`src/rtl/assert_macros.svh`:
```
`ifndef ASSERT_MACROS_SVH
`define ASSERT_MACROS_SVH

// property checked at every rising clock edge outside reset
`define ASSERT_ALWAYS(lbl, clk_sig, rst_sig, prop, msg) \
  lbl: assert property (@(posedge clk_sig) disable iff (rst_sig) (prop)) else $error(msg);

// property checked only at edges where cond holds
`define ASSERT_WHEN(lbl, clk_sig, rst_sig, cond, prop, msg) \
  `ASSERT_ALWAYS(lbl, clk_sig, rst_sig, (cond) |-> (prop), msg)

`endif

```
`src/rtl/cci_pkg.sv`:
```
package cci_pkg;

  localparam int ROW_COUNT       = 30;
  localparam int STEP_COUNT      = 28;
  localparam int COLUMNS_PER_ROW = 64;

  localparam int ROW_EDGES  = 29;
  localparam int STEP_EDGES = 27;

  localparam logic [29:0]        FREQ_MIN = 30'd100000;
  localparam logic [29:0]        FREQ_MAX = 30'd560000000;
  localparam logic signed [15:0] AMP_MIN  = -16'sd1299;
  localparam logic signed [15:0] AMP_MAX  = 16'sd130;

  typedef struct packed {
    logic       ok;
    logic [4:0] row;
    logic [4:0] step;
  } cell_loc_t;

  // lowest frequency of each row after the first
  function automatic logic [29:0] row_edge(input int i);
    int v;
    if (i < 8) begin
      v = 100000 * (i + 2);
    end else if (i < 17) begin
      v = 1000000 * (i - 7);
    end else begin
      v = 10000000 + 50000000 * (i - 17);
    end
    return 30'(v);
  endfunction

  // highest level that still needs more than k attenuator steps
  function automatic logic signed [15:0] step_edge(input int k);
    return 16'(19 - 50 * k);
  endfunction

endpackage

```
`src/rtl/calibration_correction_index.sv`:
```
// channel  | handshake             | fields
// input    | in_valid / in_stall   | frequency_hz, amplitude_tenths_dbm
// output   | out_valid / out_stall | index_valid, table_index, compact_index,
//          |                       | freq_row, atten_step
//
// one item per cycle while out_stall is low, three register stages (s1, s2, output register) between accept and outputs
// stage 1 compares against band edges, stage 2 counts edges, stage 3 forms addresses
// synchronous reset empties all three stages
// out_stall holds each stage that is full; empty stages keep filling
`include "assert_macros.svh"

module calibration_correction_index (
  input  logic                clk,
  input  logic                rst,
  input  logic                in_valid,
  output logic                in_stall,
  input  logic [29:0]         frequency_hz,
  input  logic signed [15:0]  amplitude_tenths_dbm,
  output logic                out_valid,
  input  logic                out_stall,
  output logic                index_valid,
  output logic [10:0]         table_index,
  output logic [9:0]          compact_index,
  output logic [4:0]          freq_row,
  output logic [4:0]          atten_step
);
  import cci_pkg::*;

  logic      loc_valid;
  logic      loc_stall;
  cell_loc_t loc;
  logic      out_ready;
  logic [10:0] table_index_next;
  logic [9:0]  compact_index_next;

  cci_locate u_locate (
    .clk                  (clk),
    .rst                  (rst),
    .in_valid             (in_valid),
    .in_stall             (in_stall),
    .frequency_hz         (frequency_hz),
    .amplitude_tenths_dbm (amplitude_tenths_dbm),
    .loc_valid            (loc_valid),
    .loc_stall            (loc_stall),
    .loc                  (loc)
  );

  assign out_ready = !out_valid || !out_stall;
  assign loc_stall = !out_ready;

  always_comb begin
    table_index_next   = 11'(loc.row * 11'(COLUMNS_PER_ROW) + 11'(loc.step));
    compact_index_next = 10'(loc.row * 10'(STEP_COUNT) + 10'(loc.step));
  end

  always_ff @(posedge clk) begin
    if (rst) begin
      out_valid <= 1'b0;
    end else if (out_ready) begin
      out_valid <= loc_valid;
    end
  end

  always_ff @(posedge clk) begin
    if (out_ready && loc_valid) begin
      index_valid   <= loc.ok;
      table_index   <= loc.ok ? table_index_next : 11'd0;
      compact_index <= loc.ok ? compact_index_next : 10'd0;
      freq_row      <= loc.ok ? loc.row : 5'd0;
      atten_step    <= loc.ok ? loc.step : 5'd0;
    end
  end

  `ASSERT_WHEN(a_zero_when_invalid, clk, rst, out_valid && !index_valid, (table_index == 11'd0) && (compact_index == 10'd0) && (freq_row == 5'd0) && (atten_step == 5'd0), "invalid item carries nonzero fields")
  `ASSERT_WHEN(a_cell_in_range, clk, rst, out_valid && index_valid, (freq_row < 5'(ROW_COUNT)) && (atten_step < 5'(STEP_COUNT)), "row or step beyond table")
  `ASSERT_WHEN(a_index_match, clk, rst, out_valid && index_valid, compact_index == 10'(freq_row * 10'(STEP_COUNT) + 10'(atten_step)), "compact index disagrees with row and step")

endmodule

```
`src/rtl/cci_locate.sv`:
```
module cci_locate (
  input  logic                   clk,
  input  logic                   rst,
  input  logic                   in_valid,
  output logic                   in_stall,
  input  logic [29:0]            frequency_hz,
  input  logic signed [15:0]     amplitude_tenths_dbm,
  output logic                   loc_valid,
  input  logic                   loc_stall,
  output cci_pkg::cell_loc_t     loc
);
  import cci_pkg::*;

  logic                  s1_valid;
  logic [ROW_EDGES-1:0]  s1_row_hits;
  logic [STEP_EDGES-1:0] s1_step_hits;
  logic                  s1_in_range;
  logic [ROW_EDGES-1:0]  row_hits_next;
  logic [STEP_EDGES-1:0] step_hits_next;
  logic                  in_range_next;
  logic                  s1_ready;
  logic                  s2_ready;
  logic                  s2_valid;
  cell_loc_t             s2_loc;
  cell_loc_t             s2_loc_next;

  assign s2_ready = !s2_valid || !loc_stall;
  assign s1_ready = !s1_valid || s2_ready;
  assign in_stall = !s1_ready;

  // stage 1: compare against every band edge
  always_comb begin
    for (int i = 0; i < ROW_EDGES; i++) begin
      row_hits_next[i] = frequency_hz >= row_edge(i);
    end
    for (int k = 0; k < STEP_EDGES; k++) begin
      step_hits_next[k] = amplitude_tenths_dbm <= step_edge(k);
    end
    in_range_next = (frequency_hz >= FREQ_MIN) && (frequency_hz <= FREQ_MAX) &&
                    (amplitude_tenths_dbm >= AMP_MIN) && (amplitude_tenths_dbm <= AMP_MAX);
  end

  always_ff @(posedge clk) begin
    if (rst) begin
      s1_valid <= 1'b0;
    end else if (s1_ready) begin
      s1_valid <= in_valid;
    end
  end

  always_ff @(posedge clk) begin
    if (s1_ready && in_valid) begin
      s1_row_hits  <= row_hits_next;
      s1_step_hits <= step_hits_next;
      s1_in_range  <= in_range_next;
    end
  end

  // stage 2: edge counts give row and step
  always_comb begin
    s2_loc_next.row  = 5'($countones(s1_row_hits));
    s2_loc_next.step = 5'($countones(s1_step_hits));
    s2_loc_next.ok   = s1_in_range &&
                       (s2_loc_next.row < 5'(ROW_COUNT)) &&
                       (s2_loc_next.step < 5'(STEP_COUNT));
  end

  always_ff @(posedge clk) begin
    if (rst) begin
      s2_valid <= 1'b0;
    end else if (s2_ready) begin
      s2_valid <= s1_valid;
    end
  end

  always_ff @(posedge clk) begin
    if (s2_ready && s1_valid) begin
      s2_loc <= s2_loc_next;
    end
  end

  assign loc_valid = s2_valid;
  assign loc       = s2_loc;

endmodule
```
`config.mk`:
```
export PLATFORM = sky130hd
export DESIGN_NAME = calibration_correction_index
export DESIGN_NICKNAME = d
export VERILOG_FILES = /design/src/rtl/cci_pkg.sv /design/src/rtl/calibration_correction_index.sv /design/src/rtl/cci_locate.sv
export VERILOG_INCLUDE_DIRS = /design/src /design/src/rtl
export SDC_FILE = /design/constraint.sdc
export NUM_CORES = 1
export LEC_CHECK = 0
export ABC_AREA = 1
export BUFFER_PORTS_ARGS = -buffer_cell sky130_fd_sc_hd__clkbuf_2
export CORE_ASPECT_RATIO = 1.25
export CORE_MARGIN = 3
export CORE_UTILIZATION = 47
export CTS_CLUSTER_SIZE = 28
export DETAILED_ROUTE_END_ITERATION = 10
export PLACE_DENSITY = 0.66
export SYNTH_ARGS = -nofsm -noshare
export SYNTH_HDL_FRONTEND = slang
export SYNTH_SLANG_ARGS = --single-unit
```
`constraint.sdc`:
```
create_clock -name clk -period 5.07 [get_ports clk]
set_clock_uncertainty 0.2 [all_clocks]
set_input_delay 0.7605 -clock clk [delete_from_list [all_inputs] [get_ports clk]]
set_output_delay 0.7605 -clock clk [all_outputs]
set_load 0.1 [all_outputs]
```
==> impl_metrics.py, run 1 <==
metrics = {
    "worst_setup_path": {
        "slowest_delay_ns": 0.55,
        "crit_path_frequent_cell": "fa_1",
        "crit_family": "adder cells",
        "crit_chain": "ha_1 -> inv_1 -> fa_1 -> inv_1 -> fa_1 -> fa_1 -> fa_1 -> inv_1 -> fa_1 -> inv_1 -> ha_1 -> fa_2 -> nand3_1 -> nand2_1 -> nor2_1",
        "worstPathArrival_ns": 4.71,
        "crit_path_end_kind": "flop",
        "cp.buffers_inverters": 4,
        "crit_type": "reg2reg",
        "path_max_fanout": 2,
        "startpoint_type": "flop",
        "cpMaxStageDelayCell": "fa_2",
        "cp.required_ns": 4.97,
    },
    "grt": {
        "grt_max_degree": 58,
        "grt_pass1_wl_um": 34700,
        "grt_use_met1_pct": 31.8,
        "grtUsageMet3_pct": 2.81,
        "grt.met2_usage_pct": 37.7,
        "grt_pass1_vias": 6913,
        "overflow": 0,
        "track_usage_pct": 23.4,
        "busiest_layer": "met2",
        "antenna_found_initial": 0,
    },
    "sta": {
        "worstMarginPinSlew_ns": 0.977,
        "tns_ns": 0,
        "fmax_ghz": 0.208,
        "period_share_pct": 94.8,
        "fin_crit_ns": 4.81,
        "drv_slew": 0,
        "fin_ws_ns": 0.262,
        "hold_viol": 0,
        "rsz0062_at_grt": "false",
        "setup_viol": 0,
        "slew_headroom_pct": 34.9,
    },
    "yosys": {
        "synth_flop_cell": "edfxtp_1",
        "syn_area_per_cell_um2": 7.91,
        "yosys.area.top_type_share_pct": 32.1,
        "synth_nets": 1176,
        "ys_seq_area_share_pct": 32.8,
        "ys_types": 43,
        "ys_warn_count": 0,
        "synthCells": 1029,
        "synthArstFlopShare_pct": 0,
        "synth.largest_area_cell": "edfxtp_1",
        "ys_ff_latch": 90,
        "synth_area_leaders": "edfxtp_1 (32%), fa_1 (13%), nand2_1 (9.8%)",
        "synth_edf_count": 87,
        "netlist_area_um2": 8140,
    },
    "power_and_ir_drop": {
        "p_seq_share_pct": 28.5,
        "power_mw": 3.81,
        "power.share.clock_pct": 17.4,
        "p_switching_mw": 1.67,
        "p_comb_share_pct": 54.0,
        "ir_drop_mv": 0.250,
        "power_switching_share_pct": 43.8,
        "internal-power_mw": 2.14,
        "p_leak_nw": 4.06,
        "p_per_area_nw_per_um2": 425,
    },
    "routing": {
        "vias": 7224,
        "routed_wl_um": 21100,
        "drt_pass1_iterations": 5,
        "wire_per_inst_um": 15.9,
        "route.detailed.drc": 0,
        "detail-route-antenna-nets": 0,
        "drt_iter0_markers": 720,
        "viasPerCell": 5.47,
    },
    "run_status": {
        "status": "finished clean",
    },
    "layout": {
        "mostFrequentLayoutCells": "nand2_1 (212), inv_1 (173), nor2_1 (103)",
        "drive_above_1_share_pct": 14.5,
        "final_util_pct": 53.0,
        "insertedDiodeCount": 0,
        "n_fill_cell": 1685,
        "final-seq-area_um2": 2670,
        "multiInputGateArea_um2": 4580,
        "area_delta_synth_final_pct": 10.1,
        "layout_commonest_cell": "nand2_1",
        "finalNetCount": 1242,
    },
    "floorplanning": {
        "initial_core_util_pct": 48.1,
        "fp-row-count": 53,
        "fp.dieW_um": 124,
        "coreArea_um2": 16900,
        "ios": 84,
        "die_y_um": 153,
        "dieArea_um2": 18900,
    },
    "min_path": {
        "hp-class": "reg2reg",
    },
    "cts": {
        "h-tree-depth": 3,
        "clock-sinks": 90,
        "cts_root_buf": "clkbuf_16",
        "post_cts_buffers": 0,
        "cts_buffers": 9,
        "ctsLongestPathBuffers": 2,
        "path_clk_slew_ns": 0.06,
        "cts_tree": "built",
        "clk_latency_ns": 0.34,
    },
    "place": {
        "dp_hpwl_um": 17300,
        "preCtsSetupSlack_ns": 0.148,
        "portBuffers": 82,
        "gp_congestion": 0.962,
    },
    "job": {
        "drv_cap": 0,
    },
}
[worst paths after layout]
path | startpoint | endpoint | slack [ns] | cells past startpoint
setup / recovery | u_locate.s1_step_hits[17] | u_locate.loc[10] | 0.26 | 15
hold / removal | u_locate.s1_valid | u_locate.loc_valid | 0.28 | 2
setup reg to reg | u_locate.s1_step_hits[17] | u_locate.loc[10] | 0.26 | 15
hold reg to reg | u_locate.s1_valid | u_locate.loc_valid | 0.28 | 2
[through the flow]
| step | instances | instance area (um2) | hold WS, ns |
|---|---|---|---|
| after CTS | 1320 | 8950 | 0.282 |
| after floorplan | 1029 | 8140 | 0.224 |
| after global routing | 1320 | 8970 | 0.306 |
| after detailed placement | 1304 | 8650 | 0.272 |
| after global placement | 1304 | 8650 | 0.262 |
| final | 1320 | 8970 | 0.281 |
[cell type report]
| class | count | share of cell area, % |
|---|---|---|
| repair buffers | 83 | 4.66 |
| clock inverters | 7 | 0.837 |
| inverters | 190 | 7.98 |
| multi-input cells | 721 | 51.1 |
| well taps | 220 | 3.07 |
| clock buffers | 9 | 2.51 |
| flip-flops and latches | 90 | 29.8 |
[flip-flops by register name, indices dropped and copies added (netlist names)]
signal                 count
u_locate.s1_row_hits      29
u_locate.s1_step_hits     27
u_locate.loc              11
compact_index             10
freq_row                   4
atten_step                 2
table_index                2
index_valid                1
out_valid                  1
u_locate.loc_valid         1
u_locate.s1_in_range       1
u_locate.s1_valid          1
[kinds of logic (layout without fill, tap and decap cells)]
kind of cell	count (synthesis)	in the layout	synth area share, %
AOI/OAI and AO/OA	132	132	8.87
adders and majority gates	97	97	19.6
other	1	1	0.0461
DFF	90	90	32.8
xor gates and xnor gates	6	6	0.645
and+or+nand+nor	485	485	26.9
buffers and inverters	218	289	11.1
[worst reg2reg max path, delay by kind of cell, from the launching register on]
kind | cells | cell delay, ns
flops | 1 | 0.38
buf+inv | 4 | 0.21
simple gates | 3 | 0.20
fa+ha+maj | 8 | 3.56
[Yosys cell counts (2+ instances only)]
library cell  instances
fa_1                 51
nor4_1                2
o21ai_0              49
edfxtp_1             87
clkbuf_1              3
nand3b_1              3
nor3_2                2
nor2_1              104
nand4_1              13
o21ai_1              15
inv_2                14
a211oi_1              2
nand3_1              86
o22ai_1               2
buf_6                 3
xor2_1                5
nor2_4                8
clkinv_1              2
nand2_2              10
buf_4                15
a21oi_1              38
nand2_1             212
a31oi_1              11
ha_1                 46
nor3_1               25
o211ai_1             12
inv_1               173
nor2_2               14
buf_2                 6
dfxtp_1               3
[power groups by stage]
stage	Combinational [mW]	Clock (mW)	Sequential, mW
after global routing	2.40	0.714	1.11
after detailed placement	2.03	0	1.11
final	2.06	0.665	1.09
after floorplan	1.47	0	1.21
after global placement	1.96	0	1.10
after CTS	2.04	0.687	1.09
[layer usage]
metal / vias to the layer above / routed length (um)
met2: 349 / 10200
met5: - / 0
met4: 0 / 740
li1: 3467 / -
met1: 3353 / 8540
met3: 55 / 1610
[timing repair]
item,CTS,global route
hold endpoints to repair,0,0
resized for setup,0,5
endpoints found under the setup margin,0,2
hold buffers,0,0
Power figures use the tool's default switching activity.
==> run 2: changes to the inputs <==
Settings changed: CORE_UTILIZATION 47 to 48, PLACE_DENSITY 0.66 to 0.67.
==> run 2 against run 1 <==
Net effect:
- sequential share of layout area increased by 0.11 points
- global-route usage is 1.5 points higher
- clock-buffer cell count grew 1
- final cell count shrank 0.45%
- total power fell by 0.30%
- sequential power hardly changed
- register-to-register slack worse by 0.13 ns
- utilization rose by 1.5 points
- critical endpoint unchanged
- largest cell class unchanged
- highest routed layer unchanged
==> impl_metrics.py, run 2 (same netlist as run 1, synthesis figures left out) <==
metrics = {
    "floorplanning": {
        "dieArea_um2": 18600,
        "die_y_um": 152,
        "coreArea_um2": 16400,
        "ios": 84,
        "initial_core_util_pct": 49.7,
        "fp-row-count": 52,
        "fp.dieW_um": 122,
    },
    "sta": {
        "setup_viol": 0,
        "fin_ws_ns": 0.128,
        "drv_slew": 0,
        "timing.hold.ws_ns": 0.269,
        "slew_headroom_pct": 33.7,
        "fin_crit_ns": 4.94,
        "fmax_ghz": 0.202,
        "worstMarginPinSlew_ns": 0.994,
        "period_share_pct": 97.5,
        "hold_viol": 0,
    },
    "min_path": {
        "whs_endpoint": "u_locate.loc_valid",
        "holdCritStartpoint": "u_locate.s1_valid",
        "holdPathStages": 2,
        "hp-class": "reg2reg",
    },
    "layout": {
        "area_delta_synth_final_pct": 9.73,
        "stdcell_area_um2": 8930,
        "finalNetCount": 1242,
        "insertedDiodeCount": 0,
        "drive_above_1_share_pct": 13.8,
        "largest_reg_flops": 29,
        "layout_commonest_cell": "nand2_1",
        "largest-register": "u_locate.s1_row_hits",
        "mostFrequentLayoutCells": "nand2_1 (212), inv_1 (173), nor2_1 (103)",
    },
    "worst_setup_path": {
        "crit_path_end_kind": "flop",
        "path_max_fanout": 2,
        "cpMaxStageDelayCell": "fa_1",
        "crit_type": "reg2reg",
        "crit_chain": "ha_1 -> inv_1 -> fa_1 -> fa_1 -> inv_1 -> fa_1 -> fa_1 -> inv_1 -> fa_1 -> inv_1 -> ha_1 -> fa_1 -> xor2_2 -> nand3_1 -> nand2_1 -> nor2_1",
        "cp.buffers_inverters": 4,
        "r2r-end": "u_locate.loc[10]",
        "cp.required_ns": 4.95,
        "r2r-start": "u_locate.s1_step_hits[0]",
        "worstPathArrival_ns": 4.83,
        "crit_family": "adder cells",
        "crit_path_frequent_cell": "fa_1",
        "startpoint_type": "flop",
        "reg2reg_setup_slack_ns": 0.13,
        "slowest_delay_ns": 0.55,
        "rr_worst_depth": 16,
    },
    "routing": {
        "drt_pass1_iterations": 5,
        "wire_per_inst_um": 17.2,
        "drt_iter0_markers": 549,
        "vias": 7152,
        "detail-route-antenna-nets": 0,
        "route.detailed.drc": 0,
        "routed_wl_um": 22600,
        "viasPerCell": 5.44,
    },
    "place": {
        "gp_congestion": 0.983,
        "portBuffers": 82,
        "postPlaceCellArea_um2": 8650,
        "preCtsSetupSlack_ns": 0.143,
        "dp_hpwl_um": 19000,
    },
    "grt": {
        "grt_pass1_vias": 6838,
        "overflow": 0,
        "grt_pass1_wl_um": 35200,
        "antenna_found_initial": 0,
        "track_usage_pct": 24.9,
        "grt_max_degree": 44,
    },
    "run_status": {
        "status": "finished clean",
    },
    "cts": {
        "ctsResizeCount": 0,
        "clk_latency_ns": 0.33,
        "cts_buffers": 9,
        "post_cts_buffers": 0,
        "cts_root_buf": "clkbuf_16",
        "ctsLongestPathBuffers": 2,
        "path_clk_slew_ns": 0.06,
        "cts_tree": "built",
        "hold_buffers": 0,
        "h-tree-depth": 3,
        "clock-sinks": 90,
    },
    "power_and_ir_drop": {
        "p_leak_nw": 4.04,
        "p_per_area_nw_per_um2": 426,
        "ir_drop_mv": 0.243,
        "power_mw": 3.80,
    },
    "job": {
        "drv_cap": 0,
    },
}
==> run 2: cell count changes in the layout (fill, tap and decap cells not counted), sizes merged <==
cell and delta:
clkinvlp +1, clkinv -1, inv -3, clkbuf +1
==> run 2: layout make-up <==
cell class                 instances  area, um2
fill                            1612       7460
multi-input combinational        721       4580
sequential                        90       2670
inverter                         190        716
timing repair buffer              83        418
tap                              216        270
clock buffer                      10        229
clock inverter                     4       45.0
==> run 2: metrics by stage <==
stage | utilization [%] | cells | setup TNS [ns]
after global placement | 52.8 | 1300 | 0
after CTS | 54.4 | 1314 | 0
after global routing | 54.5 | 1314 | -0.0346
after floorplan | - | 1029 | 0
final | 54.5 | 1314 | 0
after detailed placement | 52.8 | 1300 | 0
==> run 2: layer usage <==
metal	part of all wire (%)	up-vias	track usage, %	wire length (um)
li1	-	3466	-	-
met1	37	3336	29.7	8430
met2	52	287	44.3	11700
met3	5.4	63	2.49	1220
met4	5.1	0	12.9	1150
met5	0	-	0	0
==> run 2: tightest hold or removal path, delay by kind of cell (launching register included) <==
| kind | cells | cell delay [ns] |
|---|---|---|
| flip-flops | 1 | 0.31 |
| buffers and inverters | 1 | 0.06 |
| AO/OA/AOI/OAI | 1 | 0.06 |
==> run 2: worst max-delay path by stage <==
stage                                        start                    to  slack, ns  cells past startpoint
after floorplan                          out_valid  u_locate.s1_in_range       0.18                      5
after global placement    u_locate.s1_step_hits[0]      u_locate.loc[10]       0.27                     16
after detailed placement  u_locate.s1_step_hits[0]      u_locate.loc[10]       0.14                     16
after CTS                 u_locate.s1_step_hits[0]      u_locate.loc[10]       0.11                     16
after global routing      u_locate.s1_step_hits[0]      u_locate.loc[10]      -0.03                     16
final                     u_locate.s1_step_hits[0]      u_locate.loc[10]       0.13                     16
==> run 2: where the power goes <==
group	switching (mW)	total [mW]	internal, mW	leakage, nW
sequential	0.0746	1.09	1.01	0.811
clock	0.249	0.621	0.373	0.130
combinational	1.34	2.09	0.752	3.10
